### config.mk
export PLATFORM = sky130hd
export DESIGN_NAME = svtm_isqrt
export DESIGN_NICKNAME = d
export VERILOG_FILES = /design/src/rtl/svtm_pkg.sv /design/src/rtl/svtm_isqrt.sv
export SDC_FILE = /design/constraint.sdc
export NUM_CORES = 2
export LEC_CHECK = 0
export ABC_AREA = 0
export BUFFER_PORTS_ARGS = -buffer_cell sky130_fd_sc_hd__buf_2
export CORE_ASPECT_RATIO = 1.2
export CORE_MARGIN = 10
export CORE_UTILIZATION = 35
export CTS_BUF_LIST = sky130_fd_sc_hd__clkbuf_2 sky130_fd_sc_hd__clkbuf_4 sky130_fd_sc_hd__clkbuf_8
export DETAILED_ROUTE_END_ITERATION = 6
export PLACE_DENSITY = 0.6
export SETUP_SLACK_MARGIN = 0.2
export SYNTH_ARGS = -nofsm -noshare
export SYNTH_HDL_FRONTEND = slang
export SYNTH_SLANG_ARGS = --single-unit
### constraint.sdc
create_clock -name clk -period 3.7 [get_ports clk]
set_clock_uncertainty 0.1 [all_clocks]
set_input_delay 0.185 -clock clk [delete_from_list [all_inputs] [get_ports clk]]
set_output_delay 0.185 -clock clk [all_outputs]
set_load 0.01 [all_outputs]
### src/rtl/svtm_pkg.sv
// svtm_pkg: shared widths, fixed-point constants and the arctangent table
// for the sphere vertex texture mapper; no dependencies
package svtm_pkg;

	localparam int COORD_W      = 16;
	localparam int U_W          = 16;
	localparam int V_W          = 18;
	localparam int DW           = 48;   // cordic x/y datapath
	localparam int AW           = 34;   // angles in q30 radians
	localparam int YW           = 32;   // clamped y in q30
	localparam int NW           = 61;   // square root radicand
	localparam int RW           = 31;   // square root result
	localparam int MW           = 31;   // log2 argument / mantissa
	localparam int PW           = 5;    // log2 integer part
	localparam int LW           = PW + 30;
	localparam int CORDIC_STEPS = 28;
	localparam int SQRT_STEPS   = 31;
	localparam int LOG_STEPS    = 30;

	localparam logic signed [DW-1:0] Q30_ONE     = 48'sd1073741824;
	localparam logic signed [AW-1:0] Q30_PI_HALF = 34'sd1686629713;
	localparam logic signed [AW-1:0] Q30_LAT_OFS = 34'sd1686622920;
	localparam logic signed [30:0]   Q30_INV_PI  = 31'sd341782638;
	localparam logic signed [YW-1:0] Q30_CLAMP   = 32'sd1073634450;
	localparam logic signed [28:0]   Q28_LN2     = 29'sd186065279;

	localparam logic signed [AW-1:0] ATAN_TAB [10] = '{
		34'sd843314857, 34'sd497837830, 34'sd263043837, 34'sd133525159,
		34'sd67021687, 34'sd33543516, 34'sd16775851, 34'sd8388437,
		34'sd4194283, 34'sd2097149
	};

	function automatic logic signed [AW-1:0] atan_step(input int i);
		logic signed [AW-1:0] r;
		r = '0;
		if (i < 10) begin
			r = ATAN_TAB[i];
		end else begin
			r[30-i] = 1'b1;
		end
		return r;
	endfunction

endpackage

### src/rtl/svtm_isqrt.sv
// svtm_isqrt: pipelined integer square root, one result bit per stage
// depends on svtm_pkg; radicand at most 2^60
module svtm_isqrt (
	input  logic                    clk,
	input  logic                    en,
	input  logic [svtm_pkg::NW-1:0] rad,
	output logic [svtm_pkg::RW-1:0] root
);
	import svtm_pkg::*;

	logic [NW-1:0] n_s  [SQRT_STEPS];
	logic [NW:0]   r_s  [SQRT_STEPS];
	logic [NW-1:0] nin  [SQRT_STEPS];
	logic [NW:0]   rin  [SQRT_STEPS];
	logic [NW:0]   trial[SQRT_STEPS];
	logic [NW-1:0] nx   [SQRT_STEPS];
	logic [NW:0]   rx   [SQRT_STEPS];

	always_comb begin
		for (int k = 0; k < SQRT_STEPS; k++) begin
			nin[k] = (k == 0) ? rad : n_s[(k == 0) ? 0 : k-1];
			rin[k] = (k == 0) ? '0 : r_s[(k == 0) ? 0 : k-1];
			trial[k] = rin[k] + ((NW+1)'(1) << (NW - 1 - 2*k));
			if ({1'b0, nin[k]} >= trial[k]) begin
				nx[k] = nin[k] - trial[k][NW-1:0];
				rx[k] = (rin[k] >> 1) + ((NW+1)'(1) << (NW - 1 - 2*k));
			end else begin
				nx[k] = nin[k];
				rx[k] = rin[k] >> 1;
			end
		end
	end

	always_ff @(posedge clk) begin
		if (en) begin
			for (int k = 0; k < SQRT_STEPS; k++) begin
				n_s[k] <= nx[k];
				r_s[k] <= rx[k];
			end
		end
	end

	assign root = r_s[SQRT_STEPS-1][RW-1:0];

endmodule

======== Yosys cells after proc, flatten, opt, wreduce, memory -nomap -nowiden ========
Memory sizes are Yosys's and may differ from the RTL's.
Index checks and enable logic that the tools add are counted.
word-level totals
  bits in registers ....................... 0
  memory bits (writable) .................. 3813
  input bits .............................. 63
  output and inout bits ................... 31
  word-level logic and storage cells ...... 188
  memories ................................ 2
memory list
  name  words  width  read ports  clocked after Yosys merged registers in  write ports  RTL line          source
  r_s   31     62     31          0                                        31           svtm_isqrt.sv:12  logic [NW:0] r_s [SQRT_STEPS];
  n_s   31     61     30          0                                        31           svtm_isqrt.sv:11  logic [NW-1:0] n_s [SQRT_STEPS];
operators by class
  add/sub/neg operators ................... 91
  magnitude comparators ................... 31
  mux-type cells .......................... 64
operators by type and width
  kind                      number
  $mux W61                  32
  $ge A61 B62 Y1            30
  $mux W62                  30
  $sub A61 B61 Y61          30
  $add A61 B1 Y62 const B   1
  $add A61 B11 Y62 const B  1
  $add A61 B13 Y62 const B  1
  $add A61 B15 Y62 const B  1
  $add A61 B17 Y62 const B  1
  $add A61 B19 Y62 const B  1
  $add A61 B21 Y62 const B  1
  $add A61 B23 Y62 const B  1
  $add A61 B25 Y62 const B  1
  $add A61 B27 Y62 const B  1
  $add A61 B29 Y62 const B  1
  $add A61 B3 Y62 const B   1
  $add A61 B31 Y62 const B  1
  $add A61 B33 Y62 const B  1
  $add A61 B35 Y62 const B  1
  $add A61 B37 Y62 const B  1
  $add A61 B39 Y62 const B  1
  $add A61 B41 Y62 const B  1
  $add A61 B43 Y62 const B  1
  $add A61 B45 Y62 const B  1
  43 further kinds          44

======== Depth between registers and ports, before layout ========
An unclocked memory read counts as a cell.
  depth after elaboration ................. 4
  mapped depth ............................ 15
  mapped depth without buffers ............ 14

======== Least setup slack after synthesis ========
Ideal clock, no wire load.
  path kind ............................... register to register
  start ................................... memory n_s[20][31], in the netlist n_s[1][275]
  end ..................................... memory n_s[21][58], in the netlist n_s[1][363] (data pin)
  setup time .............................. 0.267 ns
  data arrival time ....................... 3.115 ns
  data required time ...................... 3.333 ns
  slack ................................... 0.218 ns
  stages on the path, launching flop included .. 13
  path buffers ............................ 1
  period minus slack after synthesis ...... 3.482 ns
  path through ............................ edfxtp_1 -> ha_1 -> a21o_1 -> a21o_1 -> a2111oi_1 -> o31a_1 -> o21ai_0 -> a31oi_1 -> or3b_1 -> or3_1 -> clkbuf_1 -> nor4b_2 -> xor2_1
RTL lines
  what         RTL line
  from (decl)  svtm_isqrt.sv:11

==> flow_metrics.tcl <==
set metrics [dict create \
    finalSetupViolCount 11 \
    yosysWarnings 0 \
    synth.cell_area_sq_um 110000 \
    ctsRootBufferMaster "clkbuf_8" \
    die_h_microns 635 \
    crit_path_start "n_s[1][163]$_DFFE_PP_" \
    worst_pin_slew_ns 1.16 \
    placed_area_sq_um 121000 \
    cpMostUsedCell "or4_4" \
    first_iter_violations 3529 \
    maxCapViolCount 0 \
    clockBufferDepth 4 \
    drt-pass1-iter-count 6 \
    clk_latency_ns 1.06 \
    violations "negative setup slack" \
    grt.total_usage 0.148 \
    drcViolationCount 0 \
    die_width_microns 532 \
    ios 94 \
    drv_slew 0 \
    irDropWorstVdd_mv 0.445 \
    die_area_sq_um 338000 \
    grt_max_degree 187 \
    cts_tree "done" \
    clk_pin_slew_ns 0.06 \
    initial_core_util 0.352 \
    cp_max_fo 4 \
    critPathCaptureType "flip-flop" \
    wl_per_cell_microns 18.4 \
    period_share 1.05 \
    rsz0062_at_grt "true" \
    core_area_sq_um 313000 \
    setup_ws_ns -0.175 \
    synthFlopType "edfxtp_1" \
    cp_cell_sequence "ha_4 > nand4_1 > or4_4 > or4_4 > nor3_4 > nor4_4 > and3_4 > or4b_4 > nor2_2 > xor2_1" \
    synth.most_common_cell "edfxtp_1" \
    criticalPathCategory "reg -> reg" \
    final_util 0.431 \
    run_status "finished, violations left" \
    fin_area_sq_um 135000 \
    dpl.hpwl_microns 193000 \
    viasPerCell 5.03 \
    drt.antenna.violating_nets 0 \
    io_buffers 93 \
    fmax_mhz 258 \
    synth.avg_cell_area_sq_um 12.7 \
    max_stage_delay_ns 0.58 \
    path_delay_family "simple AND/OR/NAND/NOR gates" \
    p_leak_nw 51.5 \
    ys_seq_elements 2326 \
    rows 225 \
    synth_common_cells "edfxtp_1 (2,326), inv_1 (630), a21oi_1 (580), nor2_1 (570), nand2_1 (542)" \
    hp-class "in -> reg" \
    drive_gt1_frac 0.214 \
    ys_types 99 \
    r2r_cells 10 \
    h-tree-depth 5 \
    drt-total-wl_microns 266000 \
    whs_ns 0.239 \
    synth_enable_flop_cells 2326 \
    gp_congestion 0.981 \
    cts_buffers 395 \
    synth-seq-area-share 0.633 \
    arrival_ns 4.46 \
    slew_headroom 0.227 \
    vias 72900 \
    path_buf_inv 0 \
    r2r_end "n_s[1][236]$_DFFE_PP_" \
    syn_inst 8662 \
    yosysTopAreaCell "edfxtp_1" \
    timing.rr.start "n_s[1][163]$_DFFE_PP_" \
    p_per_area_nw_per_um2 583 \
    synthToLayoutAreaGrowth_pct 22.6 \
    grt_remaining_overflow 0 \
    start_kind "flip-flop" \
    slowest_stage "or4_4" \
    hold_violations 0 \
    yosys-top-cells-area "edfxtp_1 (63%), ha_1 (5.9%), xnor2_1 (3.4%), xor2_1 (2.9%), a21oi_1 (2.6%)" \
    antenna_found_initial 5 \
    ff2ff_setup_slack_ns -0.17 \
    grt_pass1_vias 77000 \
    syn-num-nets 9249 \
    nNetsFinal 10500 \
    ys_async_sr_fraction 0 \
    grt_pass1_wl_microns 404000 \
    period_needed_ns 3.87 \
    cts_sinks 2326 \
    min_path_cells 2 \
    min_to "n_s[0][667]$_DFFE_PP_" \
    synth_top_area_frac 0.633 \
    cp.required_ns 4.28 \
    hp-start "en" \
]
cell type report:
class	instances	area, sq um
flip-flops and latches	2326	69800
fillers	28100	178000
inverters	637	2420
repair buffers	1092	9210
multi-input cells	5507	40800
clock buffers	507	6290
diodes	5	12.5
well taps	4199	5250
clock inverters	203	1370
report_power, final:
part / internal [mW] / switching, mW / leakage, nW / total (mW)
combinational: 9.30 / 10.8 / 25.0 / 20.1
sequential: 33.6 / 2.64 / 22.4 / 36.3
clock: 12.1 / 10.3 / 4.04 / 22.4
total: 55.1 / 23.7 / 51.5 / 78.8
layer usage:
metal	vias to the layer above	GRT usage	part of all wire
met4	0	0.102	0.081
met1	35300	0.122	0.31
met5	-	0	0
met2	1702	0.311	0.58
li1	35000	-	-
met3	917	0.0210	0.032
what timing repair did:
| action | CTS | global route |
|---|---|---|
| pin swaps | 71 | 174 |
| setup buffers | 62 | 109 |
| setup endpoints to repair | 517 | 521 |
| hold endpoints to repair | 879 | 0 |
| hold buffers | 123 | 0 |
| gates cloned | 2 | 9 |
| resized for setup | 273 | 523 |
cells by family after synthesis:
family	share of synthesized area
fa+ha+maj	0.0595
xor+xnor	0.0627
simple gates	0.116
flops	0.633
mux	0.00845
other cells	0.0000340
compound gates	0.0903
buf+inv	0.0296
per-stage QoR:
step	power (mW)	setup slack [ns]	setup TNS [ns]	instances
finish	78.8	-0.175	-0.810	14500
CTS	77.9	-0.389	-6.37	14400
global placement	53.8	-1.40	-56.92	13500
detailed placement	54.3	-0.861	-37.75	13500
global route	83.0	-0.233	-2.11	14500
floorplan	47.4	0.218	0	8662
state kept, by name, indices dropped and copies added, names as in the netlist:
name	cells
r_s	496
n_s	1830
how the worst max path moves through the flow:
stage                                       end  slack [ns]  depth (start not counted)
after global placement    n_s[1][238]$_DFFE_PP_       -1.40                         11
after CTS                 n_s[1][236]$_DFFE_PP_       -0.39                         10
after global routing      n_s[1][236]$_DFFE_PP_       -0.23                         10
final                     n_s[1][236]$_DFFE_PP_       -0.17                         10
after detailed placement  n_s[1][238]$_DFFE_PP_       -0.86                         11
after floorplan           n_s[1][363]$_DFFE_PP_        0.22                         12
cell usage in the layout, fill, tap and decap left out, types with 37 or more instances in the layout:
master         instances
xor2_1               358
inv_1                624
edfxtp_1            2326
buf_2                 92
buf_6                 61
mux2_2                64
clkbuf_4             110
nor2_1               534
o21ai_0              340
o21a_1                81
a21oi_2               42
xnor2_1              418
nand3_1              125
ha_1                 470
o21bai_1              37
nor4_1               247
buf_12                37
clkbuf_8             397
a21o_1               192
buf_4                762
ha_4                  43
clkinv_1             111
dlygate4sd3_1        123
or3_1                 67
a21oi_1              531
nor2b_1               64
nand2_1              520
nand2b_1             101
nor3_1               186
nand4_1              123
clkinv_2              52
(Power assumes the default switching activity.)
