===== src/rtl/svtm_delay.sv =====
// svtm_delay: enabled shift line that keeps side data in step with the pipeline
// no package dependency
module svtm_delay #(
	parameter int W     = 8,
	parameter int DEPTH = 2
) (
	input  logic         clk,
	input  logic         en,
	input  logic [W-1:0] din,
	output logic [W-1:0] dout
);

	logic [W-1:0] d_s [DEPTH];

	always_ff @(posedge clk) begin
		if (en) begin
			d_s[0] <= din;
			for (int i = 1; i < DEPTH; i++) begin
				d_s[i] <= d_s[i-1];
			end
		end
	end

	assign dout = d_s[DEPTH-1];

endmodule


===== config.mk =====
export PLATFORM = sky130hd
export DESIGN_NAME = svtm_delay
export DESIGN_NICKNAME = d
export VERILOG_FILES = /design/src/rtl/svtm_delay.sv
export SDC_FILE = /design/constraint.sdc
export NUM_CORES = 1
export LEC_CHECK = 0
export ABC_AREA = 1
export BUFFER_PORTS_ARGS = -buffer_cell sky130_fd_sc_hd__buf_2
export CAP_MARGIN = 30
export CORE_AREA = 2 2 39 41
export CTS_CLUSTER_DIAMETER = 150
export DETAILED_ROUTE_END_ITERATION = 6
export DIE_AREA = 0 0 41 43
export GPL_TIMING_DRIVEN = 0
export PLACE_DENSITY = 0.66
export REMOVE_ABC_BUFFERS = 1
export SLEW_MARGIN = 20
export SYNTH_ARGS = -nofsm -noshare
export SYNTH_HDL_FRONTEND = slang
export SYNTH_SLANG_ARGS = --single-unit

===== constraint.sdc =====
create_clock -name clk -period 0.8 [get_ports clk]
set_clock_uncertainty 0.05 [all_clocks]
set_input_delay 0.12 -clock clk [delete_from_list [all_inputs] [get_ports clk]]
set_output_delay 0.12 -clock clk [all_outputs]
set_load 0.01 [all_outputs]

## Word level (Yosys, flattened, before mapping)

Memories as Yosys holds them, arrays and structs flattened.
Index checks and enable logic that the tools add are counted.
Widths: inputs -> output; s select.

| word-level totals | value |
|---|---|
| bits in registers | 0 |
| memory bits (writable) | 16 |
| input port bits | 10 |
| output and inout bits | 8 |
| logic and storage cells | 3 |
| memories kept | 1 |

| cells by class | value |
|---|---|
| muxes and demuxes | 2 |

Memories:

| name | words | width | rd ports | clocked after memory_dff | wr ports | RTL line | text |
|---|---|---|---|---|---|---|---|
| d_s | 2 | 8 | 2 | 0 | 2 | 13 | `logic [W-1:0] d_s [DEPTH];` |

Operators by type and width:

| operator | count |
|---|---|
| $mux 1 | 2 |

## Depth between registers and ports, before layout

Gate-level depths: netlist of the first run.

| depth | value |
|---|---|
| depth after elaboration | 2 |
| depth in mapped cells | 1 |
| mapped depth without buffers | 0 |

## Worst setup path after synthesis of the first run

Ideal clock, no wire load.

| path | value |
|---|---|
| path kind | reg-to-output |
| start point | memory d_s[1][0] (netlist: d_s[0][8]) |
| end point | output port dout[0] |
| data arrival time | 476 ps |
| data required time | 630 ps |
| setup slack | 154 ps |
| stages on the path, launching flop included | 2 |
| path buffers | 1 |
| cells stage by stage | edfxtp_1 buf_4 |

RTL lines:

| item | RTL line | text |
|---|---|---|
| start: declaration | 13 |  |
| end: declaration | 10 | `output logic [W-1:0] dout` |

==> metrics.md, run 1 <==
| Metric | Value |
|---|---|
| Status | `finished with violations` |
| Gr usage total | `0.0801` |
| P_leak | `roughly 0.00028 µW` |
| Unrepaired setup endpoints after global routing | `yes` |
| Largest Register | `d_s` |
| Largest register FFs | `16` |
| Hold wc startpoint | `din[3]` |
| Logic gate share of total power | `0.070` |
| Nets | `between 50 and 60` |
| Row cnt | `14` |
| Crit path max-delay family | `flip-flops` |
| Shortest period the worst path allows | `952 ps` |
| EDFF count, synth | `16` |
| CTS Buffer Depth | `2` |
| Mapped Avg Cell Area | `about 23 µm²` |
| Initial DRC count | `1` |
| Critical path class | `flop to output pin` |
| Vias in the first global route | `between 200 and 250` |
| Chip height | `43 µm` |
| Slew @ Worst Pin | `around 330 ps` |
| Largest net degree at the start of global routing | `17` |
| Place WS | `-20.1 ps` |
| Synth Cell Area | `541 µm²` |
| Sw frac | `0.176` |
| Starting Density | `0.391` |
| RR Startpoint | `d_s[0][3]$_DFFE_PP_` |
| First-pass GRT wire length | `around 860 µm` |
| WL/cell | `10.2 µm` |
| Crit path DAT | `around 780 ps` |
| Library cells used by synthesis | `2` |
| Antenna diodes | `0` |
| VDD IR max | `around 0.8 mV` |
| Slew HR | `0.779` |
| Peak Freq | `roughly 1100 MHz` |
| Area leader, netlist | `edfxtp_1` |
| Ranking of synthesized cells by area | `edfxtp_1 (89%), buf_4 (11%)` |
| Post-Route WL | `about 610 µm` |
| Die area | `1760 µm²` |
| Failing checks | `setup timing` |
| Path depth of the worst reg2reg path | `0` |
| Worst-path clk slew | `80 ps` |
| Peak fanout along the critical path | `1` |
| Skew-Pair Late Insertion Delay | `between 200 and 300 ps` |
| Pwr dens | `approximately 2200 nW/µm²` |
| Placed insts | `a little under 50` |
| Placer congestion estimate | `roughly 0.65` |
| Area growth from synthesis to layout | `27.8%` |
| WHS | `approximately 160 ps` |
| Sequential fraction of the synthesis area | `0.889` |
| Max cap viols | `0` |
| Worst path bufs/invs | `1` |
| Crit-path cells | `buf_2` |
| Final setup TNS | `-1110 ps` |
| CP max-delay cell | `edfxtp_1` |
| Synth Instances | `24` |
| CP startpoint kind | `flop` |
| Largest registers | `d_s (16)` |
| Vias per inst | `~4.1` |
| Share of cells above drive strength 1 | `0.455` |
| RR Endpoint | `d_s[0][11]$_DFFE_PP_` |
| Post-route design area | `between 600 and 700 µm²` |
| Root Buffer | `clkbuf_4` |
| Initial antenna violation count | `0` |
| Final setup violation count | `9` |
| Post-CTS setup buffers | `0` |
| Top cell type's share of synthesized area | `0.889` |
| Hold Crit Class | `primary input to flop` |
| H-tree depth | `1` |
| Synthesized flop and latch total | `16` |
| Most frequent cells after synthesis | `edfxtp_1 (16), buf_4 (8)` |
| ANT nets after route | `0` |
| Top FF cell, synth | `edfxtp_1` |
| Finished Layout Cells | `60` |
| Clk sinks | `16` |
| Crit-path max cell delay | `370 ps` |
| Yosys Warn Count | `0` |
| #MultiIn Comb | `0` |
| Psw | `between 200 and 300 µW` |
| Port bufs | `17` |
| Final Hold Viols | `0` |
| GRT overflow | `0` |
| Hold depth | `2` |
| Top Ports | `18` |
| Flop-to-flop setup slack | `130 ps` |
| Post-synthesis async set-or-reset flop share | `0` |
| Core footprint | `~1400 µm²` |
| Critical path capture point type | `output pin` |
| Worst setup margin | `-152 ps` |
| Sequential Power Share | `0.676` |
| Die Span X | `~40 µm` |
| Multi-input combinational cell area | `0 µm²` |
| Worst Hold End | `d_s[0][3]$_DFFE_PP_` |
| DR vias | `~250` |
| Slew Limit Fails | `0` |
| Most numerous cell in the Yosys netlist | `edfxtp_1` |
| DR DRC count | `0` |
| CTS Buf Count | `3` |
| CTS tree | `done` |
| Drt first pass iters | `2` |
| Worst path required time | `630 ps` |
| Internal Power | `approximately 1200 µW` |
| Final Cycle Share | `1.19` |
| Dpl cell area | `a little under 600 µm²` |
| Power share of the clock group | `0.254` |
[power by group through the flow]
stage | clock network, µW | logic, µW | registers [µW]
after floorplan | 0 | 0 | 1040
after global placement | 0 | 72.3 | 1020
after detailed placement | 0 | 74.4 | 1030
after CTS | 397 | 104 | 1010
after global routing | 425 | 114 | 1010
final | 377 | 104 | 1010
[worst max path at each step]
stage | startpoint | end | slack, ps | cells past startpoint
floorplan | d_s[0][2]$_DFFE_PP_ | d_s[0][10]$_DFFE_PP_ | 160 | 0
global placement | en | d_s[0][1]$_DFFE_PP_ | 20 | 1
detailed placement | en | d_s[0][10]$_DFFE_PP_ | -20 | 1
CTS | d_s[0][10]$_DFFE_PP_ | dout[2] | -170 | 1
global route | d_s[0][13]$_DFFE_PP_ | dout[5] | -190 | 1
finish | d_s[0][10]$_DFFE_PP_ | dout[2] | -150 | 1
[cells in the final DEF (no fill, tap or decap)]
master          count
buf_2              17
dlygate4sd3_1       7
clkbuf_4            3
dlymetal6s4s_1      1
edfxtp_1           16
[cells by family (layout without fill, tap and decap cells)]
logic type  after synthesis  after routing  share of synthesized area
flops                    16             16                      0.889
buf+inv                   8             28                      0.111
[final cells by class]
type,count,area (µm²)
Timing Repair Buffer,25,168
Clock buffer,3,22.5
Tap cell,16,20.0
Sequential cell,16,480
Fill cell,115,693
[through the flow]
stage	util	power, µW
2_1_floorplan	-	1040
3_3_place_gp	0.423	1090
3_5_place_dp	0.423	1100
4_1_cts	0.497	1510
5_1_grt	0.499	1550
6_report	0.499	1490
[repair_timing]
| action | 4_1_cts | 5_1_grt |
|---|---|---|
| gates cloned | 0 | 0 |
| gates resized for setup | 0 | 1 |
| setup endpoints to repair | 8 | 9 |
| hold buffers | 8 | 0 |
| hold endpoints to repair | 8 | 0 |
[routing by layer]
metal / GRT usage / wire (µm) / share of wire
met1: 0.0870 / 236 / 0.39
met2: 0.119 / 300 / 0.49
met3: 0.0314 / 74 / 0.12
met4: 0.0600 / 0 / 0
met5: 0 / 0 / 0
Power figures use the tool's default switching activity.
==> run 2, diff against run 1 <==
- ABC_AREA: 1 -> not set
- GPL_TIMING_DRIVEN: 0 -> not set
==> metrics.md, run 2 (synthesis results as in run 1) <==
| Metric | Value |
|---|---|
| Status | `finished with violations` |
| Failing checks | `setup timing` |
| Placer congestion estimate | `0.608 (-6.3%)` |
| Die Span X | `41 µm (unchanged)` |
| Die area | `1760 µm² (unchanged)` |
| WHS | `169 ps (+7.59 ps)` |
| Largest registers | `d_s (16)` |
| P_leak | `0.000282 µW (+0.75%)` |
| Clk sinks | `16 (unchanged)` |
| CP max-delay cell | `edfxtp_1` |
| Starting Density | `0.391 (unchanged)` |
| Gr usage total | `0.0990 (+0.0188)` |
| DR vias | `262 (+6.5%)` |
| Area growth from synthesis to layout | `31.7%` |
| Multi-input combinational cell area | `0 µm² (unchanged)` |
| Worst setup margin | `-156 ps (-3.69 ps)` |
| GRT overflow | `0 (unchanged)` |
| Finished Core Util | `0.514 (+0.0154)` |
| Most frequent cells in the layout | `buf_2 (17), edfxtp_1 (16), dlygate4sd3_1 (8)` |
| Shortest period the worst path allows | `956 ps (+3.69 ps)` |
| Peak fanout along the critical path | `1 (unchanged)` |
| Port bufs | `17 (unchanged)` |
| Top Ports | `18 (unchanged)` |
| Crit path max-delay family | `flip-flops` |
| DR DRC count | `0 (unchanged)` |
| Worst path bufs/invs | `1 (unchanged)` |
| Nets | `57 (+1.8%)` |
| Peak Freq | `1050 MHz (-0.39%)` |
| Unrepaired setup endpoints after global routing | `yes` |
| Critical path capture point type | `output pin` |
| Chip height | `43 µm (unchanged)` |
| Post-Route WL | `662 µm (+8.3%)` |
| First-pass GRT wire length | `1070 µm (+25%)` |
| Slew @ Worst Pin | `87.9 ps (-243 ps)` |
| CTS tree | `done` |
| Row cnt | `14 (unchanged)` |
| WL/cell | `10.7 µm (+4.9%)` |
| Largest net degree at the start of global routing | `17 (unchanged)` |
| Total power | `1530 µW (+2.6%)` |
| Post-CTS setup buffers | `0 (unchanged)` |
| CTS Buffer Depth | `2 (unchanged)` |
| CP startpoint kind | `flop` |
| Vias per inst | `4.23 (+3.1%)` |
| Pwr dens | `2140 nW/µm² (-0.46%)` |
| Core footprint | `1380 µm² (unchanged)` |
| Worst-path clk slew | `90 ps (about the same)` |
| Post-cts resize count | `0 (unchanged)` |
| Worst path required time | `630 ps (about the same)` |
| Crit-path max cell delay | `370 ps (about the same)` |
| Hold Crit Class | `primary input to flop` |
| H-tree depth | `1 (unchanged)` |
| Slew Limit Fails | `0 (unchanged)` |
| Vias in the first global route | `271 (+25%)` |
| #MultiIn Comb | `0 (unchanged)` |
| Finished Layout Cells | `62 (+3.3%)` |
| Max cap viols | `0 (unchanged)` |
| Final Cycle Share | `1.19 (+0.00461)` |
| Root Buffer | `clkbuf_4` |
| Skew-Pair Late Insertion Delay | `270 ps (about the same)` |
| Antenna diodes | `0 (unchanged)` |
| Place WS | `82.5 ps (+103 ps)` |
| Slew HR | `0.941 (+0.162)` |
| Critical path class | `flop to output pin` |
| CTS Buf Count | `3 (unchanged)` |
| Most common cell after layout, fill and taps aside | `buf_2` |
| Final Hold Viols | `0 (unchanged)` |
| Largest register FFs | `16 (unchanged)` |
| Crit path DAT | `790 ps (about the same)` |
| Fill count | `116 (+0.87%)` |
| Initial DRC count | `14 (+13)` |
| Placed insts | `50 (+2.0%)` |
| VDD IR max | `1.33 mV (+68%)` |
| Drt first pass iters | `4 (+2)` |
| Initial antenna violation count | `0 (unchanged)` |
| Crit-path cells | `buf_2` |
| Final setup violation count | `8 (-1)` |
| Largest Register | `d_s` |
| ANT nets after route | `0 (unchanged)` |
| Share of cells above drive strength 1 | `0.457 (+0.00198)` |
-- run 2: cell types whose count changed in the layout (fill, tap and decap cells not counted) --
cell            delta
clkinv_1           +1
dlymetal6s4s_1     -1
dlygate4sd3_1      +1
buf_12             +1
-- run 2: power by group --
part,switching [µW],internal (µW),total [µW]
registers,13.0,992,1010
clock network,223,180,403
logic,49.0,67.7,117
-- run 2: through the flow --
| stage | TNS, ps | instance area (µm²) |
|---|---|---|
| 6_report | -1180 | 712 |
| 4_1_cts | -1290 | 712 |
| 3_3_place_gp | 0 | 606 |
| 3_5_place_dp | 0 | 606 |
| 2_1_floorplan | 0 | 480 |
| 5_1_grt | -1550 | 712 |
-- run 2: timing repair --
action | in CTS | in global routing
gates cloned | 0 | 0
hold endpoints to repair | 8 | 0
hold buffers | 8 | 0
setup endpoints to repair | 8 | 8
-- run 2: final cells by class --
type / instances / area [µm²] / area share
clock buffer: 3 / 22.5 / 0.0316
clock inverter: 1 / 3.75 / 0.00527
sequential: 16 / 480 / 0.675
tap: 16 / 20.0 / 0.0281
timing repair buffer: 26 / 185 / 0.260
-- run 2: routing by layer --
metal  global-route usage  up-vias  share of wire
met3               0.0314        0           0.10
met2                0.144       14           0.49
met4               0.0800        0              0
met5                    0        -              0
li1                     -      124              -
met1                0.113      124           0.40
-- run 2: final timing paths --
path	from	to	slack, ps	cells after the start
worst max-delay path	d_s[0][10]$_DFFE_PP_	dout[2]	-160	1
worst min-delay path	en	d_s[0][14]$_DFFE_PP_	170	2
worst min register to register	d_s[0][5]$_DFFE_PP_	d_s[0][13]$_DFFE_PP_	370	0
worst max register to register	d_s[0][3]$_DFFE_PP_	d_s[0][11]$_DFFE_PP_	120	0
